$ cat config.mk
export PLATFORM = sky130hd
export DESIGN_NAME = vpqv_div
export DESIGN_NICKNAME = d
export VERILOG_FILES = /design/src/rtl/vpqv_pkg.sv /design/src/rtl/vpqv_div.sv
export SDC_FILE = /design/constraint.sdc
export NUM_CORES = 1
export LEC_CHECK = 0
export CORE_MARGIN = 2
export CORE_UTILIZATION = 58
export CTS_BUF_LIST = sky130_fd_sc_hd__clkbuf_8
export DETAILED_ROUTE_END_ITERATION = 8
export DONT_BUFFER_PORTS = 1
export GPL_TIMING_DRIVEN = 0
export PLACE_DENSITY = 0.8
export SETUP_SLACK_MARGIN = 0.15
export SLEW_MARGIN = 20
export SYNTH_ARGS = -nofsm -noshare
export SYNTH_HDL_FRONTEND = slang
export SYNTH_SLANG_ARGS = --single-unit
$ cat constraint.sdc
create_clock -name clk -period 3.52 [get_ports clk]
set_clock_uncertainty 0.1 [all_clocks]
set_input_delay 0.176 -clock clk [delete_from_list [all_inputs] [get_ports clk]]
set_output_delay 0.176 -clock clk [all_outputs]
set_load 0.01 [all_outputs]
$ cat src/rtl/vpqv_pkg.sv
// Package: shared widths, constants and register indexes of the vertex projection block
`timescale 1ns / 1ps
package vpqv_pkg;
    localparam int VPQV_FRAC_BITS = 16;
    localparam int H_W            = 64;
    localparam int CFG_IDX_W      = 3;
    localparam int CFG_DATA_W     = 64;
    localparam int CAM_REGS       = 6;
    localparam logic [CFG_IDX_W-1:0] CFG_CAM_ROW0_A = 3'd0;
    localparam logic [CFG_IDX_W-1:0] CFG_CAM_ROW0_B = 3'd1;
    localparam logic [CFG_IDX_W-1:0] CFG_CAM_ROW1_A = 3'd2;
    localparam logic [CFG_IDX_W-1:0] CFG_CAM_ROW1_B = 3'd3;
    localparam logic [CFG_IDX_W-1:0] CFG_CAM_ROW2_A = 3'd4;
    localparam logic [CFG_IDX_W-1:0] CFG_CAM_ROW2_B = 3'd5;
    localparam logic [CFG_IDX_W-1:0] CFG_IMAGE_SIZE = 3'd6;
    localparam logic [CFG_IDX_W-1:0] CFG_MIN_AREA   = 3'd7;
endpackage

$ cat src/rtl/vpqv_div.sv
// Radix-2 restoring divider: (numer << FRAC_BITS) / denom, one quotient bit per cycle
`timescale 1ns / 1ps
module vpqv_div #(
    parameter int FRAC_BITS = vpqv_pkg::VPQV_FRAC_BITS
) (
    input  logic                            clk,
    input  logic                            rst_n,
    input  logic                            start,
    input  logic [vpqv_pkg::H_W-1:0]        numer,
    input  logic [vpqv_pkg::H_W-1:0]        denom,
    output logic                            done,
    output logic [vpqv_pkg::H_W+FRAC_BITS-1:0] quot
);
    localparam int QW  = vpqv_pkg::H_W + FRAC_BITS;
    localparam int CW  = $clog2(QW + 1);

    logic [QW-1:0]               dvd_reg, dvd_next;
    logic [QW-1:0]               quot_reg, quot_next;
    logic [vpqv_pkg::H_W-1:0]    rem_reg, rem_next;
    logic [vpqv_pkg::H_W-1:0]    den_reg;
    logic [CW-1:0]               cnt_reg, cnt_next;
    logic                        busy_reg, busy_next;
    logic                        done_reg, done_next;
    logic [vpqv_pkg::H_W:0]      rem_sh;
    logic [vpqv_pkg::H_W:0]      rem_sub;

    always_comb
    begin
        rem_sh    = {rem_reg, dvd_reg[QW-1]};
        rem_sub   = rem_sh - {1'b0, den_reg};
        dvd_next  = dvd_reg;
        quot_next = quot_reg;
        rem_next  = rem_reg;
        cnt_next  = cnt_reg;
        busy_next = busy_reg;
        done_next = 1'b0;
        if (start)
        begin
            dvd_next  = {numer, {FRAC_BITS{1'b0}}};
            quot_next = '0;
            rem_next  = '0;
            cnt_next  = CW'(QW);
            busy_next = 1'b1;
        end
        else if (busy_reg)
        begin
            dvd_next = {dvd_reg[QW-2:0], 1'b0};
            if (!rem_sub[vpqv_pkg::H_W])
            begin
                rem_next  = rem_sub[vpqv_pkg::H_W-1:0];
                quot_next = {quot_reg[QW-2:0], 1'b1};
            end
            else
            begin
                rem_next  = rem_sh[vpqv_pkg::H_W-1:0];
                quot_next = {quot_reg[QW-2:0], 1'b0};
            end
            cnt_next = cnt_reg - 1'b1;
            if (cnt_reg == CW'(1))
            begin
                busy_next = 1'b0;
                done_next = 1'b1;
            end
        end
    end

    always_ff @(posedge clk or negedge rst_n)
    begin
        if (!rst_n)
        begin
            busy_reg <= 1'b0;
            done_reg <= 1'b0;
            cnt_reg  <= '0;
        end
        else
        begin
            busy_reg <= busy_next;
            done_reg <= done_next;
            cnt_reg  <= cnt_next;
        end
    end

    always_ff @(posedge clk)
    begin
        dvd_reg  <= dvd_next;
        quot_reg <= quot_next;
        rem_reg  <= rem_next;
        if (start)
        begin
            den_reg <= denom;
        end
    end

    assign done = done_reg;
    assign quot = quot_reg;
endmodule

# Yosys cells after proc, flatten, opt, wreduce, memory -nomap -nowiden
# Index checks and enable logic that the tools add are counted.
[totals] wordCells=23 output_inout_bits=81 register_bits=281 input_bits=131
[op_classes] mux=12 eq_ne=1 addsub=2 n_reduce_logical=1
[ops] operator="$mux 80" count=2
[ops] operator="$sub 65x64->65" count=1
[ops] operator="$mux 64" count=1
[ops] operator="$mux 7" count=2
[ops] operator="$eq 7x1->1 const B" count=1
[ops] operator="$mux 1" count=7
[ops] operator="$sub 7x1->7 const B" count=1
[ops] operator="$reduce_bool 2->1" count=1

# Depth between registers and ports, before layout
# Gate-level depths: netlist of the first run.
[logic_depth] word_depth=4 mapped_depth=16 ltp_nobuf=13

# Worst setup path after synthesis of the first run
# No wires, ideal clock.
[synth_path] kind="reg2reg" start="register dvd_reg[79]" end="register rem_reg[27] in the netlist's numbering" path_slack_ns=0.051 setup_time_ns=0.088 synth_period_minus_slack_ns=3.469 path_buffers=3 arrival_ns=3.281 required_ns=3.332 path_stages_with_launch=17 path_cell_list="edfxtp_1 > inv_1 > ha_1 > fa_1 > nand2b_1 > a21oi_2 > o21ai_2 > a2111oi_4 > o21ai_2 > a211o_2 > and4_1 > buf_2 > nor3_4 > buf_4 > buf_4 > nand2_1 > a311oi_2"
[synth_between] elab_chain_cells=2
[synth_rtl] element="start, declared" line="vpqv_div.sv:17" rtl="logic [QW-1:0] dvd_reg, dvd_next;"
[synth_rtl] element="start signal, assigned" line="vpqv_div.sv:85" rtl="dvd_reg <= dvd_next;"
[synth_rtl] element="$sub 65x64->65" line="vpqv_div.sv:30" rtl="rem_sub = rem_sh - {1'b0, den_reg};"
[synth_rtl] element="$mux 64" line="vpqv_div.sv:48" rtl="if (!rem_sub[vpqv_pkg::H_W])"
[synth_rtl] element="end signal, assigned" line="vpqv_div.sv:87" rtl="rem_reg <= rem_next;"
[synth_rtl] element="end, declared" line="vpqv_div.sv:19" rtl="logic [vpqv_pkg::H_W-1:0] rem_reg, rem_next;"
# Every way passes these cells.
# A chain may end at the register's enable or synchronous reset.

# Worst setup path after layout of the first run
[layout_path] start="register den_reg[0] in the netlist's numbering" end="register rem_reg[47] in the netlist's numbering"
[layout_between] elab_chain_cells=2
[layout_rtl] element="start, declared" line="vpqv_div.sv:20" rtl="logic [vpqv_pkg::H_W-1:0] den_reg;"
[layout_rtl] element="start signal, assigned" line="vpqv_div.sv:90" rtl="den_reg <= denom;"
[layout_rtl] element="$sub 65x64->65" line="vpqv_div.sv:30"
[layout_rtl] element="$mux 64" line="vpqv_div.sv:48"
# Every way passes these cells.

==> results.sh, run 1 <==
export IMPL_ys_flop_type="dfxtp_1"
export IMPL_clock_sinks=281
export IMPL_dpl_hpwl_um=26400
export IMPL_grt_pass1_wl_um=64700
export IMPL_period_minus_slack_ns=3.62
export IMPL_yosysUniqueCellTypes=73
export IMPL_grt_use_met1_pct=37.9
export IMPL_clk_pin_slew_ns=0.07
export IMPL_die_height_um=164
export IMPL_synth_cell_area_um2=14900
export IMPL_powerDensity_nw_per_um2=722
export IMPL_dr_pass1_iters=6
export IMPL_cts_inserted_buffers=45
export IMPL_drive_gt1_share_pct=19.6
export IMPL_cpMostUsedCell="buf_12"
export IMPL_yosysWarnings=0
export IMPL_crit_type="reg2reg"
export IMPL_cts_tree="yes"
export IMPL_fmax_ghz=0.276
export IMPL_cp_cell_sequence="ha_2 -> fa_2 -> nand2b_4 -> a21oi_4 -> o21ai_4 -> a2111oi_4 -> o21ai_2 -> a211o_2 -> a21boi_4 -> nor3_4 -> buf_12 -> buf_12 -> buf_6 -> o311a_1 -> nor3_1"
export IMPL_ios=212
export IMPL_worst_pin_slew_ns=0.943
export IMPL_synth_edf_count=128
export IMPL_synth_nets=1725
export IMPL_crit_buf_inv=3
export IMPL_fin_area_um2=18800
export IMPL_setup_violations_final=47
export IMPL_overflow=0
export IMPL_layout_common_cells="190 x nor2_1, 142 x dfxtp_1, 131 x dlygate4sd3_1"
export IMPL_routed_wl_um=42300
export IMPL_grtUsageMet2_pct=50.7
export IMPL_crit_slowest_cell="edfxtp_1"
export IMPL_fin_setup_tns_ns=-2.17
export IMPL_antenna_found_initial=1
export IMPL_p_total_w=0.0136
export IMPL_critPathMaxStageDelay_ns=0.43
export IMPL_required_ns=3.93
export IMPL_hold_viol=0
export IMPL_cp_top_family="compound AO/OA/AOI/OAI gates"
export IMPL_htree_levels=2
export IMPL_cap_violations=0
export IMPL_layout_cells_non_filler=2117
export IMPL_drt_iter0_drc=988
export IMPL_final_common_cell="nor2_1"
export IMPL_fin_crit_sh_pct=103
export IMPL_worst_slack_ns=-0.102
export IMPL_grt_max_degree=66
export IMPL_vias=12600
export IMPL_peakVddDrop_v=0.000508
export IMPL_die_area_um2=27000
export IMPL_largest_register_ffs=80
export IMPL_detail_route_antenna_nets=0
export IMPL_violations="negative setup slack"
export IMPL_start_util_pct=59.2
export IMPL_fp_dieW_um=164
export IMPL_p_leak_nw=8.26
export IMPL_postLayoutCoreUtil_pct=74.6
export IMPL_path_max_fanout=7
export IMPL_arrival_ns=4.03
export IMPL_syn_avg_cell_area_um2=9.76
export IMPL_start_kind="flip-flop"
export IMPL_grt_pass1_vias=12600
export IMPL_place_area_um2=15400
export IMPL_fp_row_count=58
export IMPL_cts_buffer_depth=3
export IMPL_clock_root_buffer="clkbuf_8"
export IMPL_drc=0
export IMPL_place_gp_congestion=0.940
export IMPL_hold_class="in2reg"
export IMPL_insertion_delay_ns=0.59
export IMPL_nNetsFinal=1947
export IMPL_slew_violations=0
export IMPL_synthArstFlopShare_pct=3.20
export IMPL_vias_per_cell=5.96
export IMPL_fillCellCount=1735
export IMPL_worstSetupEndpointType="flip-flop"
export IMPL_core_area_um2=25200
export IMPL_synth_seq_cells=281
export IMPL_grt_use_total_pct=30.3
export IMPL_grt_most_used_layer="met2"
export IMPL_portBuffers=0
export IMPL_grt_setup_unrepaired="true"
export IMPL_yosysSeqAreaShare_pct=46.6
export IMPL_wl_per_cell_um=20.0
export IMPL_status="finished, violations left"
export IMPL_met3_usage_pct=6.97
export IMPL_max_slew_margin_pct=37.1
export IMPL_postSynthCellCount=1527
export IMPL_areaGrowthSynthToFinish_pct=25.9
export IMPL_placed_cells=1858
path summary, 6_finish.rpt:
kind | startpoint | to | slack [ns] | cells past startpoint
worst max-delay path | den_reg[0] | rem_reg[47] | -0.10 | 15
worst min-delay path | denom[24] | den_reg[24] | 0.12 | 1
worst max register to register | den_reg[0] | rem_reg[47] | -0.10 | 15
worst min register to register | rem_reg[19] | rem_reg[20] | 0.40 | 2
max in group asynchronous | rst_n | busy_reg | 2.60 | 2
min in group asynchronous | rst_n | cnt_reg[2] | 0.42 | 2
routing by layer:
metal	share of wire, %	routed length [µm]	up-vias
met5	0	0	-
met4	4.2	1780	0
met3	8.7	3670	150
met2	47	19900	598
met1	40	17000	5932
li1	-	-	5933
kinds of logic (layout without fill, tap and decap cells):
kind of cell | Yosys count | in the layout | share of synthesized area, %
and+or+nand+nor | 475 | 476 | 14.0
AOI/OAI and AO/OA | 313 | 313 | 15.2
DFF | 281 | 281 | 46.6
buffers and inverters | 189 | 447 | 4.89
muxes | 145 | 145 | 10.3
adders and majority gates | 67 | 67 | 5.67
xor gates and xnor gates | 57 | 57 | 3.35
other | 0 | 1 | 0
cell type report:
class                           instances  area, µm²  area share (%)
Sequential cell                       281       6950            37.0
Tap cell                              330        413            2.20
Clock buffer                           55        757            4.03
Multi-Input combinational cell       1058       7860            41.9
Inverter                               91        342            1.82
Timing Repair Buffer                  174       1780            9.50
Antenna cell                            1       2.50          0.0133
Clock inverter                         29        146           0.780
Buffer                                 98        519            2.77
per-stage QoR:
stage | hold WS [ns] | setup WS [ns]
2_1_floorplan | -0.220 | 0.163
3_3_place_gp | -0.219 | -0.627
3_5_place_dp | -0.219 | -0.574
4_1_cts | 0.0940 | -0.106
5_1_grt | 0.107 | -0.218
6_report | 0.122 | -0.102
Yosys cell counts, types with 3 or more instances:
master / instances / area, µm²
a311oi_2: 10 / 150
o211ai_1: 9 / 67.6
a41oi_1: 4 / 35.0
buf_2: 10 / 50.1
o21ai_0: 41 / 205
nand3_1: 18 / 90.1
nor2_1: 190 / 713
dfrtp_1: 9 / 225
and2_1: 5 / 31.3
edfxtp_1: 128 / 3840
ha_1: 66 / 826
o22ai_1: 4 / 25.0
o21a_1: 10 / 75.1
a31oi_1: 13 / 81.3
a211oi_1: 9 / 67.6
nand2b_1: 8 / 50.1
and4_1: 4 / 35.0
mux2_2: 63 / 709
or3_1: 8 / 50.1
a31o_2: 4 / 35.0
o21bai_1: 17 / 128
inv_1: 91 / 342
a21o_1: 33 / 248
nor3_1: 16 / 80.1
clkbuf_1: 75 / 282
nor4_1: 6 / 37.5
dfxtp_1: 144 / 2880
a21oi_1: 76 / 380
xnor2_1: 31 / 272
a311oi_1: 41 / 359
nand4_1: 37 / 231
a21bo_2: 3 / 30.0
a211o_1: 3 / 26.3
buf_1: 11 / 41.3
nor2b_1: 8 / 50.1
o2111ai_1: 4 / 35.0
nand2_1: 158 / 593
xor2_1: 26 / 228
and3_1: 7 / 43.8
mux2i_1: 82 / 821
repair_timing:
item	in CTS	in global routing
cloned	4	1
hold buffers	132	0
gates resized for setup	100	132
buffers inserted	25	12
pin swaps	44	37
endpoints found under the setup margin	65	65
hold endpoints to repair	203	0
power breakdown:
group | leakage, nW | internal, W | switching, W
logic | 5.15 | 0.00292 | 0.00355
clock network | 0.533 | 0.00143 | 0.00137
registers | 2.58 | 0.00390 | 0.000401
No activity file was read; power rests on OpenSTA's default activity.
==> inputs of run 2 (changes only) <==
--- a/config.mk
+++ b/config.mk
@@ -5,7 +5,6 @@
 export SDC_FILE = /design/constraint.sdc
 export NUM_CORES = 1
 export LEC_CHECK = 0
-export CORE_MARGIN = 2
 export CORE_UTILIZATION = 58
 export CTS_BUF_LIST = sky130_fd_sc_hd__clkbuf_8
 export DETAILED_ROUTE_END_ITERATION = 8
==> run 2 against run 1 <==
The flow still finishes with violations (negative setup slack). Via count is 0.47% higher. Sequential share of layout area increased by 0.58 points. Core utilization fell by 1.2 points. Flip-flop and latch count stayed put. Count of clock-buffer cells in the layout fell by 1. Combinational power down 7.1%. First-iteration DRC count down 4.4%. Non-clock buffer count is 1 higher. Power decreased by 2.9%. Register-to-register slack worse by 0.16 ns. Largest power group unchanged.
==> results.sh, run 2 (same netlist as run 1, synthesis figures left out) <==
export IMPL_overflow=0
export IMPL_dr_pass1_iters=6
export IMPL_fp_dieW_um=162
export IMPL_postLayoutCoreUtil_pct=73.4
export IMPL_max_slew_margin_pct=40.8
export IMPL_fmax_ghz=0.265
export IMPL_fin_hold_ws_ns=0.116
export IMPL_slew_violations=0
export IMPL_areaGrowthSynthToFinish_pct=24.0
export IMPL_clock_sinks=281
export IMPL_drc=0
export IMPL_grt_pass1_wl_um=65400
export IMPL_die_area_um2=26400
export IMPL_cts_buffer_depth=3
export IMPL_setup_violations_final=64
export IMPL_rr_endpoint="rem_reg[56]"
export IMPL_crit_start="den_reg[0]"
export IMPL_grt_pass1_vias=12700
export IMPL_layout_common_cells="190 x nor2_1, 143 x nand2_1, 143 x dfxtp_1"
export IMPL_ios=212
export IMPL_fp_row_count=58
export IMPL_nNetsFinal=1949
export IMPL_worstSetupEndpointType="flip-flop"
export IMPL_wl_met3_um=3580
export IMPL_period_minus_slack_ns=3.78
export IMPL_cap_violations=0
export IMPL_p_leak_nw=8.15
export IMPL_vias_per_cell=5.97
export IMPL_rrSetupSlack_ns=-0.26
export IMPL_cts_tree="yes"
export IMPL_largest_register_ffs=80
export IMPL_drt_iter0_drc=945
export IMPL_peakVddDrop_v=0.000458
export IMPL_die_height_um=162
export IMPL_cp_cell_sequence="ha_2 -> fa_2 -> nand2b_4 -> a21oi_4 -> o21ai_4 -> a2111oi_4 -> o21ai_2 -> a211o_2 -> buf_6 -> a21boi_4 -> nor3_4 -> or4_1 -> a311oi_2"
export IMPL_powerDensity_nw_per_um2=712
export IMPL_wl_met1_um=16600
export IMPL_htree_levels=2
export IMPL_timing_rr_start="den_reg[0]"
export IMPL_critPathMaxStageDelay_ns=0.62
export IMPL_hold_class="in2reg"
export IMPL_path_max_fanout=7
export IMPL_vias=12700
export IMPL_portBuffers=0
export IMPL_start_util_pct=59.2
export IMPL_final_common_cell="nor2_1"
export IMPL_hold_viol=0
export IMPL_place_gp_congestion=0.973
export IMPL_crit_type="reg2reg"
export IMPL_drive_gt1_share_pct=16.8
export IMPL_routed_wl_um=41700
export IMPL_detail_route_antenna_nets=0
export IMPL_fillCellCount=1738
export IMPL_multiInputGateArea_um2=7590
export IMPL_arrival_ns=4.15
export IMPL_status="finished, violations left"
export IMPL_reg2regPathDepth=13
export IMPL_dr_wl_met2_um=19900
export IMPL_wl_per_cell_um=19.7
export IMPL_violations="negative setup slack"
export IMPL_antenna_found_initial=2
export IMPL_worst_slack_ns=-0.259
export IMPL_clk_pin_slew_ns=0.07
export IMPL_grt_use_total_pct=31.2
export IMPL_fin_crit_sh_pct=107
export IMPL_core_area_um2=25200
export IMPL_start_kind="flip-flop"
export IMPL_fin_setup_tns_ns=-10.33
export IMPL_required_ns=3.89
export IMPL_clock_root_buffer="clkbuf_8"
export IMPL_grt_setup_unrepaired="true"
export IMPL_worst_pin_slew_ns=0.889
export IMPL_insertion_delay_ns=0.59
export IMPL_dpl_hpwl_um=26400
export IMPL_top_layer_used="met4"
export IMPL_crit_slowest_cell="or4_1"
export IMPL_grt_max_degree=66
export IMPL_cts_inserted_buffers=47
export IMPL_final_seq_area_um2=6950
export IMPL_crit_path_end="rem_reg[56]"
[run 2: changes by cell type in the layout (fill, tap and decap cells not counted), moves of 7 or more]
cell	previous run	this run
nand2_1	120	143
nand2_4	12	2
nand2_2	26	13
inv_1	111	102
buf_4	23	32
a311oi_1	11	30
clkinv_2	4	11
a311oi_2	40	21
[run 2: layout make-up]
cell class              instances  area share (%)
repair buffers                175            9.57
plain buffers                  98            2.57
clock buffers                  54            4.02
flip-flops and latches        281            37.6
inverters                      91            1.85
well taps                     330            2.23
multi-input cells            1057            41.0
clock inverters                34            1.10
diodes                          1          0.0135
[run 2: critical path, delay by kind of cell, from the launching register on]
kind,cells,cell delay (ns)
compound gates,7,1.54
flops,1,0.43
simple gates,3,0.90
fa+ha+maj,2,0.57
buf+inv,1,0.14
[run 2: worst min path at each step]
stage                     cells past startpoint  slack, ns          end  startpoint
final                                         1       0.12  den_reg[29]   denom[29]
after detailed placement                      0      -0.22         done       rst_n
after global routing                          1       0.11  den_reg[32]   denom[32]
after global placement                        0      -0.22         done       rst_n
after CTS                                     1        0.1  den_reg[62]   denom[62]
after floorplan                               0      -0.22     busy_reg       rst_n
[run 2: power breakdown]
| part | total, W | internal (W) | switching (W) |
|---|---|---|---|
| clock | 0.00292 | 0.00150 | 0.00142 |
| sequential | 0.00426 | 0.00390 | 0.000359 |
| combinational | 0.00600 | 0.00267 | 0.00333 |
[run 2: what timing repair did]
item	CTS	global route
hold endpoints to repair	203	0
setup endpoints to repair	65	65
buffers inserted	27	12
gates resized for setup	76	61
pin swaps	41	16
cloned	3	0
hold buffers	132	0
[run 2: layer usage]
metal / global-route usage [%] / up-vias
met5: 0 / -
met4: 13.6 / 0
met3: 7.05 / 142
met2: 52.5 / 563
met1: 38.4 / 6014
li1: - / 5953
[run 2: stage by stage]
stage / setup WS (ns) / area, µm² / cells / power [W]
global placement: -0.641 / 15300 / 1857 / 0.00872
CTS: -0.186 / 18200 / 2108 / 0.0127
finish: -0.259 / 18500 / 2121 / 0.0132
floorplan: 0.163 / 14900 / 1527 / 0.00774
global route: -0.359 / 18500 / 2121 / 0.0139
detailed placement: -0.597 / 15400 / 1858 / 0.00884
==> inputs of run 3 (changes only) <==
--- a/config.mk
+++ b/config.mk
@@ -5,12 +5,12 @@
 export SDC_FILE = /design/constraint.sdc
 export NUM_CORES = 1
 export LEC_CHECK = 0
-export CORE_UTILIZATION = 58
+export BUFFER_PORTS_ARGS = -buffer_cell sky130_fd_sc_hd__buf_2
+export CORE_UTILIZATION = 54
 export CTS_BUF_LIST = sky130_fd_sc_hd__clkbuf_8
 export DETAILED_ROUTE_END_ITERATION = 8
-export DONT_BUFFER_PORTS = 1
 export GPL_TIMING_DRIVEN = 0
-export PLACE_DENSITY = 0.8
+export PLACE_DENSITY = 0.83
 export SETUP_SLACK_MARGIN = 0.15
 export SLEW_MARGIN = 20
 export SYNTH_ARGS = -nofsm -noshare
==> run 3 against run 2 <==
The run still ends with negative setup slack left. Non-clock buffer count up 198. Power is 1.9% lower. Wire length up 8.6%. Critical path type unchanged. Critical endpoint is now rem_reg[46]. Largest power group unchanged.
==> results.sh, run 3 (same netlist as run 1, synthesis figures left out) <==
export IMPL_status="finished, violations left"
export IMPL_violations="negative setup slack"
export IMPL_cts_buffer_depth=3
export IMPL_areaGrowthSynthToFinish_pct=30.0
export IMPL_fin_crit_sh_pct=105
export IMPL_final_seq_area_um2=6950
export IMPL_dr_pass1_iters=6
export IMPL_cpMostUsedCell="buf_6"
export IMPL_largest_register_ffs=80
export IMPL_p_total_w=0.0129
export IMPL_htree_levels=2
export IMPL_grt_max_degree=50
export IMPL_fin_hold_ws_ns=0.189
export IMPL_cts_tree="yes"
export IMPL_grt_setup_unrepaired="true"
export IMPL_period_minus_slack_ns=3.69
export IMPL_grt_use_total_pct=31.3
export IMPL_required_ns=3.90
export IMPL_wl_per_cell_um=19.5
export IMPL_layout_common_cells="212 x buf_2, 190 x nor2_1, 144 x nand2_1"
export IMPL_grt_pass1_wl_um=70700
export IMPL_powerDensity_nw_per_um2=666
export IMPL_pwr_share_seq_pct=33.1
export IMPL_cp_top_family="compound AO/OA/AOI/OAI gates"
export IMPL_worst_pin_slew_ns=0.952
export IMPL_ios=212
export IMPL_setup_violations_final=56
export IMPL_crit_slowest_cell="edfxtp_1"
export IMPL_crit_type="reg2reg"
export IMPL_clk_pin_slew_ns=0.07
export IMPL_p_sw_w=0.00513
export IMPL_antenna_found_initial=0
export IMPL_hold_class="in2reg"
export IMPL_clock_root_buffer="clkbuf_8"
export IMPL_drc=0
export IMPL_place_gp_congestion=0.997
export IMPL_hold_viol=0
export IMPL_start_util_pct=55.2
export IMPL_nNetsFinal=2146
export IMPL_insertion_delay_ns=0.59
export IMPL_die_area_um2=28300
export IMPL_clock_sinks=281
export IMPL_detail_route_antenna_nets=0
export IMPL_core_area_um2=27000
export IMPL_drive_gt1_share_pct=24.5
export IMPL_internal_power_w=0.00779
export IMPL_fp_row_count=60
export IMPL_critPathMaxStageDelay_ns=0.37
export IMPL_cp_cell_sequence="inv_1 -> ha_2 -> fa_2 -> nand2b_4 -> a21oi_4 -> o21ai_4 -> a2111oi_4 -> o21ai_2 -> a211o_2 -> and4_1 -> buf_6 -> nor3_4 -> buf_6 -> buf_12 -> nor4_2 -> o31a_1"
export IMPL_peakVddDrop_v=0.000417
export IMPL_cts_inserted_buffers=46
export IMPL_overflow=0
export IMPL_p_leak_nw=9.00
export IMPL_fin_setup_tns_ns=-4.94
export IMPL_fin_area_um2=19400
export IMPL_max_slew_margin_pct=36.5
export IMPL_fp_dieW_um=168
export IMPL_path_max_fanout=7
export IMPL_start_kind="flip-flop"
export IMPL_vias=13600
export IMPL_vias_per_cell=5.85
export IMPL_switching_share_pct=39.7
export IMPL_routed_wl_um=45300
export IMPL_crit_buf_inv=4
export IMPL_die_height_um=168
export IMPL_drt_iter0_drc=1020
export IMPL_pwr_share_comb_pct=45.6
export IMPL_portBuffers=211
export IMPL_fmax_ghz=0.271
export IMPL_arrival_ns=4.07
export IMPL_postLayoutCoreUtil_pct=71.7
export IMPL_cap_violations=0
export IMPL_clockPowerShare_pct=21.3
export IMPL_worstSetupEndpointType="flip-flop"
export IMPL_grt_pass1_vias=13600
export IMPL_worst_slack_ns=-0.169
export IMPL_multiInputGateArea_um2=7630
export IMPL_fillCellCount=1904
export IMPL_final_common_cell="buf_2"
export IMPL_place_area_um2=16500
export IMPL_slew_violations=0
export IMPL_dpl_hpwl_um=28400
## run 3: per-stage QoR
stage                     std cells  setup slack (ns)
after detailed placement       2082            -0.443
after CTS                      2321            -0.227
final                          2327            -0.169
after floorplan                1527             0.163
after global routing           2326            -0.276
after global placement         2079            -0.958
## run 3: worst reg2reg max path, delay by kind of cell (launching register included)
kind	cells	cell delay, ns
compound gates	6	1.34
simple gates	4	0.74
fa+ha+maj	2	0.52
buf+inv	4	0.52
flops	1	0.37
## run 3: worst paths after layout
path | end | start | cells after the start | slack (ns)
max | rem_reg[46] | dvd_reg[79] | 16 | -0.17
min | den_reg[60] | denom[60] | 2 | 0.19
max reg2reg | rem_reg[46] | dvd_reg[79] | 16 | -0.17
min reg2reg | rem_reg[57] | rem_reg[56] | 2 | 0.39
max in group asynchronous | cnt_reg[1] | rst_n | 3 | 2.50
min in group asynchronous | cnt_reg[2] | rst_n | 3 | 0.53
## run 3: power by group through the flow
stage | Combinational [W] | Clock [W] | Sequential [W]
after floorplan | 0.00356 | 0 | 0.00418
after global placement | 0.00455 | 0 | 0.00426
after detailed placement | 0.00465 | 0 | 0.00428
after CTS | 0.00542 | 0.00272 | 0.00423
after global routing | 0.00640 | 0.00291 | 0.00433
final | 0.00589 | 0.00275 | 0.00428
## run 3: what timing repair did
| item | in CTS | in global routing |
|---|---|---|
| buffers inserted | 21 | 5 |
| hold endpoints to repair | 168 | 0 |
| pin swaps | 30 | 27 |
| cloned | 2 | 0 |
| hold buffers | 131 | 0 |
| endpoints found under the setup margin | 65 | 65 |
| gates resized for setup | 63 | 91 |
## run 3: final cells by class
| cell class | instances | area share [%] |
|---|---|---|
| multi-input combinational | 1057 | 39.3 |
| sequential | 281 | 35.9 |
| timing repair buffer | 373 | 13.9 |
| clock buffer | 46 | 3.27 |
| buffer | 98 | 2.47 |
| tap | 341 | 2.20 |
| inverter | 91 | 1.76 |
| clock inverter | 39 | 1.14 |
| antenna | 1 | 0.0129 |
## run 3: per-layer routing
metal / part of all wire (%) / wire length, µm / up-vias / track usage [%]
met5: 0 / 0 / - / 0
met4: 3.7 / 1690 / 0 / 13.3
met3: 8.3 / 3760 / 141 / 7.83
met2: 48 / 21900 / 713 / 53.3
met1: 40 / 18000 / 6416 / 37.8
li1: - / - / 6346 / -
